## src/sv/rpc_pkg.sv

```systemverilog
// Shared types and constants for the replay position controller.
// No dependencies; imported by every module of the block.
package rpc_pkg;

    // Default width of entry positions
    localparam int POSITION_BITS_DEF = 32;

    // Field widths of the command and result transactions
    localparam int OP_W     = 2;
    localparam int MODE_W   = 2;
    localparam int AMOUNT_W = 31;
    localparam int LIVE_W   = 32;
    localparam int ENTRY_W  = 32;

    // Configuration port
    localparam int CFG_IDX_W  = 2;
    localparam int CFG_DATA_W = 8;
    localparam int MULT_W     = 8;

    localparam logic [CFG_IDX_W-1:0] CFG_INTERLACED = 2'd0;
    localparam logic [CFG_IDX_W-1:0] CFG_STEP_MULT  = 2'd1;
    localparam logic [CFG_IDX_W-1:0] CFG_REVERSE    = 2'd2;
    localparam logic [CFG_IDX_W-1:0] CFG_PAUSED     = 2'd3;

    // Command opcodes
    localparam logic [OP_W-1:0] OP_SEEK     = 2'd0;
    localparam logic [OP_W-1:0] OP_FRAME    = 2'd1;
    localparam logic [OP_W-1:0] OP_SET_LEN  = 2'd2;

    // Seek modes
    localparam logic [MODE_W-1:0] SEEK_DIRECT = 2'd0;
    localparam logic [MODE_W-1:0] SEEK_FWD    = 2'd1;
    localparam logic [MODE_W-1:0] SEEK_BACK   = 2'd2;
    localparam logic [MODE_W-1:0] SEEK_LIVE   = 2'd3;

    // Distance kept behind the live edge on a live seek
    localparam int LIVE_BACKOFF = 4;

    // Configuration register contents
    typedef struct packed {
        logic              interlaced;
        logic [MULT_W-1:0] step_multiplier;
        logic              reverse;
        logic              paused;
    } t_cfg;

    // Result flags of one command
    typedef struct packed {
        logic fetch;
        logic reposition;
        logic hold_still;
    } t_flags;

endpackage

```

## src/sv/replay_position_controller.sv

```systemverilog
// Replay position controller: top level with command, state and result registers.
// A command in the input register passes through rpc_step into the result
// register once the result is not stalled. Throughput: one command per cycle
// while the result is not stalled; the position state closes its loop through
// one pass of rpc_step between the input register and the result register.
// Reset (synchronous, active low) clears the position state, handshake state
// and sets step_multiplier to 1; depends on rpc_pkg, rpc_cfg and rpc_step.
module replay_position_controller #(
    parameter int POSITION_BITS = rpc_pkg::POSITION_BITS_DEF
) (
    input  logic                           i_clk,
    input  logic                           i_rst_n,
    // configuration
    input  logic                           i_cfg_we,
    input  logic [rpc_pkg::CFG_IDX_W-1:0]  i_cfg_index,
    input  logic [rpc_pkg::CFG_DATA_W-1:0] i_cfg_data,
    // command channel
    input  logic                           i_valid,
    output logic                           o_stall,
    input  logic [rpc_pkg::OP_W-1:0]       i_op,
    input  logic [rpc_pkg::MODE_W-1:0]     i_seek_mode,
    input  logic [rpc_pkg::AMOUNT_W-1:0]   i_amount,
    input  logic [rpc_pkg::LIVE_W-1:0]     i_live_end,
    // result channel
    output logic                           o_valid,
    input  logic                           i_stall,
    output logic [rpc_pkg::ENTRY_W-1:0]    o_entry_index,
    output logic                           o_fetch,
    output logic                           o_reposition,
    output logic                           o_hold_still,
    output logic [rpc_pkg::ENTRY_W-1:0]    o_position
);
    import rpc_pkg::*;

    localparam int XW = ((POSITION_BITS > ENTRY_W) ? POSITION_BITS : ENTRY_W);

    t_cfg cfg;

    rpc_cfg u_cfg (
        .i_clk       (i_clk),
        .i_rst_n     (i_rst_n),
        .i_cfg_we    (i_cfg_we),
        .i_cfg_index (i_cfg_index),
        .i_cfg_data  (i_cfg_data),
        .o_cfg       (cfg)
    );

    // handshake control
    logic r_in_valid;
    logic r_out_valid;
    logic in_accept;
    logic advance;

    assign advance   = r_in_valid && (!r_out_valid || !i_stall);
    assign o_stall   = r_in_valid && !advance;
    assign in_accept = i_valid && !o_stall;

    always_ff @(posedge i_clk) begin
        if (!i_rst_n) begin
            r_in_valid  <= 1'b0;
            r_out_valid <= 1'b0;
        end else begin
            if (in_accept) begin
                r_in_valid <= 1'b1;
            end else if (advance) begin
                r_in_valid <= 1'b0;
            end
            if (advance) begin
                r_out_valid <= 1'b1;
            end else if (!i_stall) begin
                r_out_valid <= 1'b0;
            end
        end
    end

    // command register
    logic [OP_W-1:0]     r_op;
    logic [MODE_W-1:0]   r_seek_mode;
    logic [AMOUNT_W-1:0] r_amount;
    logic [LIVE_W-1:0]   r_live_end;

    always_ff @(posedge i_clk) begin
        if (in_accept) begin
            r_op        <= i_op;
            r_seek_mode <= i_seek_mode;
            r_amount    <= i_amount;
            r_live_end  <= i_live_end;
        end
    end

    // position state
    logic [POSITION_BITS-1:0] r_position;
    logic [POSITION_BITS-1:0] r_first_position;
    logic [POSITION_BITS-1:0] r_end_limit;
    logic                     r_just_sought;
    logic                     r_still_held;

    logic [POSITION_BITS-1:0] n_position;
    logic [POSITION_BITS-1:0] n_first_position;
    logic [POSITION_BITS-1:0] n_end_limit;
    logic                     n_just_sought;
    logic                     n_still_held;
    logic [POSITION_BITS-1:0] n_entry;
    t_flags                   n_flags;

    rpc_step #(
        .POSITION_BITS (POSITION_BITS)
    ) u_step (
        .i_cfg            (cfg),
        .i_op             (r_op),
        .i_seek_mode      (r_seek_mode),
        .i_amount         (r_amount),
        .i_live_end       (r_live_end),
        .i_position       (r_position),
        .i_first_position (r_first_position),
        .i_end_limit      (r_end_limit),
        .i_just_sought    (r_just_sought),
        .i_still_held     (r_still_held),
        .o_position       (n_position),
        .o_first_position (n_first_position),
        .o_end_limit      (n_end_limit),
        .o_just_sought    (n_just_sought),
        .o_still_held     (n_still_held),
        .o_entry          (n_entry),
        .o_flags          (n_flags)
    );

    always_ff @(posedge i_clk) begin
        if (!i_rst_n) begin
            r_position       <= '0;
            r_first_position <= '0;
            r_end_limit      <= '0;
            r_just_sought    <= 1'b0;
            r_still_held     <= 1'b0;
        end else if (advance) begin
            r_position       <= n_position;
            r_first_position <= n_first_position;
            r_end_limit      <= n_end_limit;
            r_just_sought    <= n_just_sought;
            r_still_held     <= n_still_held;
        end
    end

    // result register, low 32 bits of the positions
    logic [ENTRY_W-1:0] r_entry_index;
    logic [ENTRY_W-1:0] r_out_position;
    t_flags             r_flags;

    always_ff @(posedge i_clk) begin
        if (advance) begin
            r_entry_index  <= ENTRY_W'(XW'(n_entry));
            r_out_position <= ENTRY_W'(XW'(n_position));
            r_flags        <= n_flags;
        end
    end

    assign o_valid       = r_out_valid;
    assign o_entry_index = r_entry_index;
    assign o_position    = r_out_position;
    assign o_fetch       = r_flags.fetch;
    assign o_reposition  = r_flags.reposition;
    assign o_hold_still  = r_flags.hold_still;

endmodule

```

## src/sv/rpc_cfg.sv

```systemverilog
// Configuration register file of the replay position controller.
// Depends on rpc_pkg.
module rpc_cfg (
    input  logic                           i_clk,
    input  logic                           i_rst_n,
    input  logic                           i_cfg_we,
    input  logic [rpc_pkg::CFG_IDX_W-1:0]  i_cfg_index,
    input  logic [rpc_pkg::CFG_DATA_W-1:0] i_cfg_data,
    output rpc_pkg::t_cfg                  o_cfg
);
    import rpc_pkg::*;

    t_cfg r_cfg;
    t_cfg n_cfg;

    // decode one register write
    always_comb begin
        n_cfg = r_cfg;
        if (i_cfg_we) begin
            case (i_cfg_index)
                CFG_INTERLACED: n_cfg.interlaced      = i_cfg_data[0];
                CFG_STEP_MULT:  n_cfg.step_multiplier = i_cfg_data[MULT_W-1:0];
                CFG_REVERSE:    n_cfg.reverse         = i_cfg_data[0];
                CFG_PAUSED:     n_cfg.paused          = i_cfg_data[0];
                default:        n_cfg                 = r_cfg;
            endcase
        end
    end

    always_ff @(posedge i_clk) begin
        if (!i_rst_n) begin
            r_cfg.interlaced      <= 1'b0;
            r_cfg.step_multiplier <= MULT_W'(1);
            r_cfg.reverse         <= 1'b0;
            r_cfg.paused          <= 1'b0;
        end else begin
            r_cfg <= n_cfg;
        end
    end

    assign o_cfg = r_cfg;

endmodule

```

## src/sv/rpc_step.sv

```systemverilog
// Combinational command evaluation: next position state and result fields.
// Depends on rpc_pkg.
module rpc_step #(
    parameter int POSITION_BITS = rpc_pkg::POSITION_BITS_DEF
) (
    input  rpc_pkg::t_cfg                  i_cfg,
    input  logic [rpc_pkg::OP_W-1:0]       i_op,
    input  logic [rpc_pkg::MODE_W-1:0]     i_seek_mode,
    input  logic [rpc_pkg::AMOUNT_W-1:0]   i_amount,
    input  logic [rpc_pkg::LIVE_W-1:0]     i_live_end,
    input  logic [POSITION_BITS-1:0]       i_position,
    input  logic [POSITION_BITS-1:0]       i_first_position,
    input  logic [POSITION_BITS-1:0]       i_end_limit,
    input  logic                           i_just_sought,
    input  logic                           i_still_held,
    output logic [POSITION_BITS-1:0]       o_position,
    output logic [POSITION_BITS-1:0]       o_first_position,
    output logic [POSITION_BITS-1:0]       o_end_limit,
    output logic                           o_just_sought,
    output logic                           o_still_held,
    output logic [POSITION_BITS-1:0]       o_entry,
    output rpc_pkg::t_flags                o_flags
);
    import rpc_pkg::*;

    // working width: holds any sum of two saturated positions or 32-bit inputs
    localparam int WB = ((POSITION_BITS > LIVE_W) ? POSITION_BITS : LIVE_W) + 2;

    localparam logic [WB-1:0] POS_MAX = WB'({POSITION_BITS{1'b1}});

    logic [WB-1:0]     live_w;
    logic [WB-1:0]     live_raw;
    logic [WB-1:0]     amt_w;
    logic [WB-1:0]     pos_w;
    logic [WB-1:0]     fwd_sum;
    logic [WB-1:0]     back_dist;
    logic [WB-1:0]     seek_pos;
    logic [WB-1:0]     mult_w;
    logic [WB-1:0]     step_sum;
    logic [WB-1:0]     step_pos;
    logic [WB-1:0]     len_sum;
    logic [WB-1:0]     len_sat;
    logic [WB-1:0]     len_dbl;
    logic [WB-1:0]     len_val;
    logic [MULT_W-1:0] mult;
    logic              limit_on;
    logic              eof;
    logic              step_repos;

    // operand alignment
    always_comb begin
        live_raw = WB'(i_live_end);
        live_w   = (live_raw > POS_MAX) ? POS_MAX : live_raw;
        amt_w    = i_cfg.interlaced ? WB'({i_amount, 1'b0}) : WB'(i_amount);
        pos_w    = WB'(i_position);
    end

    // seek target
    always_comb begin
        fwd_sum   = pos_w + amt_w;
        back_dist = amt_w + WB'(LIVE_BACKOFF);
        case (i_seek_mode)
            SEEK_DIRECT: seek_pos = (amt_w > live_w) ? live_w : amt_w;
            SEEK_FWD:    seek_pos = (fwd_sum > live_w) ? live_w : fwd_sum;
            SEEK_BACK:   seek_pos = (pos_w < amt_w) ? '0 : pos_w - amt_w;
            SEEK_LIVE:   seek_pos = (live_w < back_dist) ? '0 : live_w - back_dist;
            default:     seek_pos = pos_w;
        endcase
    end

    // end-of-play test and playback step
    always_comb begin
        mult     = (i_cfg.step_multiplier > MULT_W'(1)) ? i_cfg.step_multiplier
                                                          : MULT_W'(1);
        mult_w   = WB'(mult);
        limit_on = (i_end_limit != '0);
        eof = !i_just_sought && (
              i_cfg.paused
           || ( i_cfg.reverse && (i_position == '0))
           || (!i_cfg.reverse && (pos_w >= live_w))
           || (limit_on &&  i_cfg.reverse && (i_first_position >= i_position))
           || (limit_on && !i_cfg.reverse && (i_end_limit <= i_position)));
        step_sum = pos_w + mult_w;
        if (i_cfg.reverse) begin
            step_pos   = (pos_w < mult_w) ? '0 : pos_w - mult_w;
            step_repos = 1'b1;
        end else if (step_sum >= live_w) begin
            step_pos   = live_w;
            step_repos = 1'b1;
        end else begin
            step_pos   = step_sum;
            step_repos = (mult > MULT_W'(1));
        end
    end

    // play length limit, relative to half the last seek position
    always_comb begin
        len_sum = WB'(i_first_position >> 1) + WB'(i_amount);
        len_sat = (len_sum > POS_MAX) ? POS_MAX : len_sum;
        len_dbl = len_sat + len_sat;
        if (i_cfg.interlaced) begin
            len_val = (len_dbl > POS_MAX) ? POS_MAX : len_dbl;
        end else begin
            len_val = len_sat;
        end
    end

    // command dispatch
    always_comb begin
        o_position       = i_position;
        o_first_position = i_first_position;
        o_end_limit      = i_end_limit;
        o_just_sought    = i_just_sought;
        o_still_held     = i_still_held;
        o_entry          = '0;
        o_flags          = '0;
        case (i_op)
            OP_SEEK: begin
                o_position         = POSITION_BITS'(seek_pos);
                o_first_position   = POSITION_BITS'(seek_pos);
                o_just_sought      = 1'b1;
                o_entry            = POSITION_BITS'(seek_pos);
                o_flags.reposition = 1'b1;
            end
            OP_FRAME: begin
                o_entry = i_position;
                if (eof && i_still_held) begin
                    o_flags.hold_still = 1'b1;
                end else begin
                    o_just_sought      = 1'b0;
                    o_flags.fetch      = 1'b1;
                    o_position         = POSITION_BITS'(step_pos);
                    o_flags.reposition = step_repos;
                    o_still_held       = i_cfg.paused || eof;
                end
            end
            OP_SET_LEN: begin
                o_end_limit = (i_amount == '0) ? '0 : POSITION_BITS'(len_val);
            end
            default: begin
                o_position = i_position;
            end
        endcase
    end

endmodule
```

## config.mk

```make
export PLATFORM = sky130hd
export DESIGN_NAME = replay_position_controller
export DESIGN_NICKNAME = d
export VERILOG_FILES = /design/src/sv/rpc_pkg.sv /design/src/sv/replay_position_controller.sv /design/src/sv/rpc_cfg.sv /design/src/sv/rpc_step.sv
export SDC_FILE = /design/constraint.sdc
export NUM_CORES = 1
export LEC_CHECK = 0
export ABC_AREA = 0
export BUFFER_PORTS_ARGS = -buffer_cell sky130_fd_sc_hd__buf_2
export CAP_MARGIN = 40
export CORE_ASPECT_RATIO = 2
export CORE_MARGIN = 2
export CORE_UTILIZATION = 40
export DETAILED_ROUTE_END_ITERATION = 10
export PLACE_DENSITY_LB_ADDON = 0.08
export SLEW_MARGIN = 30
export SYNTH_ARGS = -nofsm -noshare
export SYNTH_HDL_FRONTEND = slang
export SYNTH_HIERARCHICAL = 1
export SYNTH_SLANG_ARGS = --single-unit
```

## constraint.sdc

```tcl
create_clock -name i_clk -period 12.8 [get_ports i_clk]
set_input_delay 0.64 -clock i_clk [delete_from_list [all_inputs] [get_ports i_clk]]
set_output_delay 0.64 -clock i_clk [all_outputs]
set_load 0.01 [all_outputs]
```

==> reports/metrics.cfg, run 1 <==
[run_status]
status = complete, no violations

[detailed_routing]
drtIter0Drc = 1939
final_antenna_net_count = 0
vias = 25500
wl_met1_mm = 43.2
vias_per_cell = 6.13
highest_layer = met5
drc = 0
met2_length_mm = 57.0
dr_wl_met3_mm = 6.40
dr.pass1.iters = 6
drt_wl_total_mm = 116
wl_per_cell_um = 27.8

[power_and_ir_drop]
swShare_pct = 38.2
p_comb_share_pct = 33.6
p_leak_uw = 0.0126
p_int_uw = 1640
p_per_area_nw_per_um2 = 93.4
p_sw_uw = 1020
p_seq_share_pct = 35.1
ir_drop_mv = 0.103
pwr-share-clk_pct = 31.3

[synth]
synth_top_area_share_pct = 16.1
synth-async-reset-ratio_pct = 0
yosysSeqAreaShare_pct = 24.0
ys.flop_type = edfxtp_1
synthTopCellsByArea = ha_1, edfxtp_1, dfxtp_1
netlist_area_sq_um = 26100
yosysWarnings = 6
syn_inst = 3210
synth-edff-count = 134
yosysMostFrequentCell = nand2_1
netlist_top_cells_count = nand2_1, ha_1, a21oi_1
ys_seq_elements = 245
avgSynthCellArea_sq_um = 8.12
yosys.area.top_type = ha_1
synth_cell_type_count = 92
syn_nets = 3634

[final_layout]
layout.cells.non_filler = 4162
areaGrowthSynthToFinish_pct = 9.48
antennaDiodeCount = 0
drive_above_1_share_pct = 9.60
nets = 3693

[timing]
rsz0062_at_grt = no
setup_viol = 0
hold_viol = 0
tightest_slew_ns = 0.960
min_period_ns = 8.90
max_freq_mhz = 112
maxSlewHeadroom_pct = 36.0
fin_tns_setup_ns = 0
fin_crit_sh_pct = 69.6
clock_skew_ns = 0.0268
final_max_slew_viol_count = 0

[place]
gp_congestion = 0.986
place_hpwl_mm = 91.5
io_buffer_count = 150
dp_cells = 4108

[worst_setup_path]
ff2ff_setup_slack_ns = 3.90
path_common_cell = buf_4
cp_max_fo = 47
crit_start = u_cfg/o_cfg[10]
cp-endpoint = r_position[19]
rr_worst_depth = 29
max_stage_delay_ns = 0.80
cp.required_ns = 13.25
critPathSlowestCell = a311oi_1
worstReg2RegEnd = r_position[19]
critPathKind = flip-flop to flip-flop
cp-end-kind = flip-flop
crit_arrival_ns = 9.35
start_kind = flip-flop
r2r-start = u_cfg/o_cfg[10]

[global_route]
track_usage_pct = 33.8
grt_overflow = 0
grt_pass1_wl_mm = 166
grt_max_degree = 124
antenna_found_initial = 2
grt_pass1_vias = 25200

[floorplan]
die_y_um = 365
num_io_pins = 151
num_rows = 132
core_sq_um = 64600
dieArea_sq_um = 67300
start_util_pct = 40.4
die_width_um = 184

[clock_tree]
path_clk_slew_ns = 0.07
h-tree-depth = 1
holdBufCountCts = 0
numCtsBuffers = 28
cts.repair.resized = 0
cts_tree = done
root_buffer = clkbuf_16
clockBufferDepth = 3
post_cts_buffers = 0
cts.sinks = 245
insertion_delay_ns = 0.61

[job]
max-cap-violations = 0

[hold_path]
min_path_type = input port to flip-flop

## power by group through the flow
stage	logic, uW	registers (uW)	clock network [uW]
floorplan	593	919	0
global placement	862	952	0
detailed placement	869	952	0
CTS	874	935	858
global route	961	938	879
finish	894	936	834
## per-stage QoR
| stage | setup WS [ns] | cell area (sq um) | hold slack (ns) | power (uW) | utilization (%) |
|---|---|---|---|---|---|
| finish | 3.90 | 28500 | 0.208 | 2660 | 44.2 |
| global route | 3.49 | 28500 | 0.187 | 2780 | 44.2 |
| CTS | 3.76 | 28500 | 0.165 | 2670 | 44.1 |
| detailed placement | 3.79 | 27600 | 0.474 | 1820 | 42.7 |
| global placement | 3.59 | 27500 | 0.457 | 1810 | 42.5 |
| floorplan | 5.70 | 26100 | 0.437 | 1510 | - |
## final cells by class
type,count,area [sq um]
fill,6530,36000
multi-input combinational,2613,18400
sequential,245,6250
timing repair buffer,201,1240
tap,871,1090
clock buffer,36,772
inverter,180,676
clock inverter,16,141
## how the worst min path moves through the flow
| stage | from | endpoint | slack [ns] | cells after the start |
|---|---|---|---|---|
| global route | i_amount[7] | r_amount[7] | 0.19 | 1 |
| global placement | r_first_position[0] | r_first_position[0] | 0.46 | 2 |
| CTS | i_live_end[11] | r_live_end[11] | 0.16 | 1 |
| floorplan | u_cfg/o_cfg[1] | u_cfg/o_cfg[1] | 0.44 | 2 |
| detailed placement | r_first_position[0] | r_first_position[0] | 0.47 | 2 |
| finish | i_amount[5] | r_amount[5] | 0.21 | 1 |
## state kept, by name, summed over array words and instances, names as in the netlist
register and count:
r_in_valid 1, u_cfg/o_cfg 11, o_valid 1, r_op 2, r_still_held 1, o_reposition 1
r_position 32, o_fetch 1, o_position 32, r_first_position 32, r_just_sought 1, o_entry_index 32
r_amount 31, r_live_end 32, r_end_limit 32, r_seek_mode 2, o_hold_still 1
## layer usage
metal | vias to the layer above | global-route usage (%)
li1 | 11800 | -
met1 | 12300 | 37.5
met2 | 1068 | 59.9
met4 | 2 | 22.8
met3 | 302 | 4.16
met5 | - | 0
## placed cells by master, fill, tap and decap left out, drive strengths merged, types with 24 or more instances in the layout
cell and n:
a31oi 24, o22ai 34, ha 336, edfxtp 134, clkbuf 36, mux2i 163
buf 201, inv 182, nor2 194, nand2 444, nor3 61, a21oi 249
xor2 34, xnor2 144, nand3 69, nor4 39, a21o 121, o211ai 33
o21a 29, nand2b 29, nand4 56, o21ai 170, dfxtp 111, nor2b 41
## kinds of logic after synthesis
| group | share of synthesized area (%) |
|---|---|
| buffers and inverters | 5.80 |
| adder cells (fa/ha/maj) | 16.6 |
| AND/OR/NAND/NOR | 18.4 |
| XOR/XNOR | 5.98 |
| AO/OA/AOI/OAI | 22.4 |
| flip-flops | 24.0 |
| multiplexers | 6.82 |
## critical path, delay by kind of cell (launching register included)
kind	cells	cell delay [ns]
and+or+nand+nor	10	2.71
AOI/OAI and AO/OA	9	2.42
buffers and inverters	5	1.44
adders and majority gates	2	0.86
muxes	3	0.79
DFF	1	0.47
(Power assumes the default switching activity.)
==> run 2: changes to the inputs <==
==> constraint.sdc (replaced) <==
create_clock -name i_clk -period 7.2 [get_ports i_clk]
set_input_delay 0.36 -clock i_clk [delete_from_list [all_inputs] [get_ports i_clk]]
set_output_delay 0.36 -clock i_clk [all_outputs]
set_load 0.01 [all_outputs]
==> run 2 against run 1 <==
  * Clock skew fell by 0.00088 ns
  * Design area is 7.7% higher
  * Routed wire length increased by 3.7%
  * Via count is 4.9% higher
  * Clock power grew 92%
  * Utilization increased by 3.4 points
  * Sequential share of layout area is 1.6 points lower
  * Largest cell class unchanged
==> reports/metrics.cfg, run 2 (synthesis gave the netlist of run 1 again) <==
[global_route]
grt_overflow = 0
grt_max_degree = 123
met2_usage_pct = 61.3
grt_busiest_layer = met2
track_usage_pct = 35.0
use_met1_pct = 39.6
antenna_found_initial = 2
grt_pass1_vias = 26400
met3_usage_pct = 4.30
grt_pass1_wl_mm = 173

[final_layout]
mostFrequentLayoutCells = nand2_1, ha_1, a21oi_1, buf_4, nor2_1
layout_commonest_cell = nand2_1
antennaDiodeCount = 0
drive_above_1_share_pct = 14.1
areaGrowthSynthToFinish_pct = 17.9
nets = 3942

[worst_setup_path]
crit_arrival_ns = 7.47
critPathSlowestCell = a2111oi_1
rr_worst_depth = 22
cp.required_ns = 7.72
cp.depth = 22
crit_family = compound AO/OA/AOI/OAI gates
critPathKind = flip-flop to flip-flop
max_stage_delay_ns = 0.77
cp_max_fo = 7
worst-path-buf-inv = 3
cp-end-kind = flip-flop
path_cells = mux2_2, ha_1, nand2_1, a2111oi_1, o211ai_1, buf_4, or3_1, xnor2_1, ha_1, a21boi_0, o211ai_1, a31oi_1, buf_4, a31oi_1, o41ai_1, xnor2_1, nand2b_1, a31oi_1, buf_4, a21o_1, nand2_1, mux2i_1
start_kind = flip-flop

[detailed_routing]
wl_per_cell_um = 27.2
drc = 0
dr.pass1.iters = 6
final_antenna_net_count = 0
drt_wl_total_mm = 120
drtIter0Drc = 2302
vias = 26800
vias_per_cell = 6.07

[power_and_ir_drop]
ir_drop_mv = 0.188
p_leak_uw = 0.0139
p_per_area_nw_per_um2 = 164

[timing]
max_freq_mhz = 144
rsz0062_at_grt = no
fin_crit_sh_pct = 96.5
setup_viol = 0
clock_skew_ns = 0.0259
min_period_ns = 6.95
final_max_slew_viol_count = 0
whs_ns = 0.0248
fin_tns_setup_ns = 0
tightest_slew_ns = 1.04
hold_viol = 0
maxSlewHeadroom_pct = 29.8
setup_slack_ns = 0.250

[clock_tree]
insertion_delay_ns = 0.61
clockBufferDepth = 3
root_buffer = clkbuf_16
numCtsBuffers = 28
path_clk_slew_ns = 0.07
h-tree-depth = 1
cts_tree = done
cts.sinks = 245

[place]
pre_cts_ws_ns = -0.0741
io_buffer_count = 150
place_hpwl_mm = 96.9
gp_congestion = 1.01

[floorplan]
start_util_pct = 40.4
dieArea_sq_um = 67300
num_io_pins = 151
die_y_um = 365
core_sq_um = 64600
num_rows = 132
die_width_um = 184

[job]
max-cap-violations = 0

[hold_path]
min_path_cells = 3
min_path_type = input port to flip-flop

[run_status]
status = complete, no violations

-- run 2: final cells by class --
| cell class | count | area (sq um) |
|---|---|---|
| multi-input cells | 2613 | 18400 |
| inverters | 180 | 676 |
| fillers | 6487 | 33900 |
| clock buffers | 32 | 747 |
| repair buffers | 450 | 3280 |
| flip-flops and latches | 245 | 6250 |
| clock inverters | 20 | 250 |
| well taps | 871 | 1090 |
-- run 2: tightest hold or removal path, stage by stage --
cell     delay (ns)
buf_2          0.10
nand2_1        0.06
mux2i_1        0.07
-- run 2: per-layer routing --
| layer | up-vias | part of all wire, % |
|---|---|---|
| met3 | 337 | 5.8 |
| met4 | 4 | 8.1 |
| li1 | 12300 | - |
| met1 | 12900 | 37 |
| met5 | - | 0.027 |
| met2 | 1149 | 49 |
-- run 2: timing repair --
item	in CTS	in global routing
resized for setup	1	17
endpoints found under the setup margin	17	114
buffers inserted	0	1
hold buffers	70	0
pin swaps	0	2
endpoints found under the hold margin	70	0
-- run 2: path summary, 6_finish.rpt --
kind,start,to,slack (ns)
hold / removal,i_cfg_data[4],u_cfg/o_cfg[6],0.02
hold reg to reg,r_first_position[0],r_first_position[0],0.49
setup / recovery,r_amount[2],r_first_position[30],0.25
setup reg to reg,r_amount[2],r_first_position[30],0.25
-- run 2: power by group --
group | switching (uW) | leakage [uW] | internal (uW)
logic | 1100 | 0.0112 | 683
clock network | 674 | 0.000473 | 927
registers | 89.8 | 0.00218 | 1550
total | 1860 | 0.0139 | 3160
-- run 2: per-stage QoR --
stage,total power [uW],utilization [%],instances,area (sq um)
floorplan,2690,-,3210,26100
global placement,3350,44.6,4280,28800
detailed placement,3360,44.7,4284,28900
CTS,5010,47.3,4406,30600
global route,5220,47.6,4411,30700
finish,5020,47.6,4411,30700
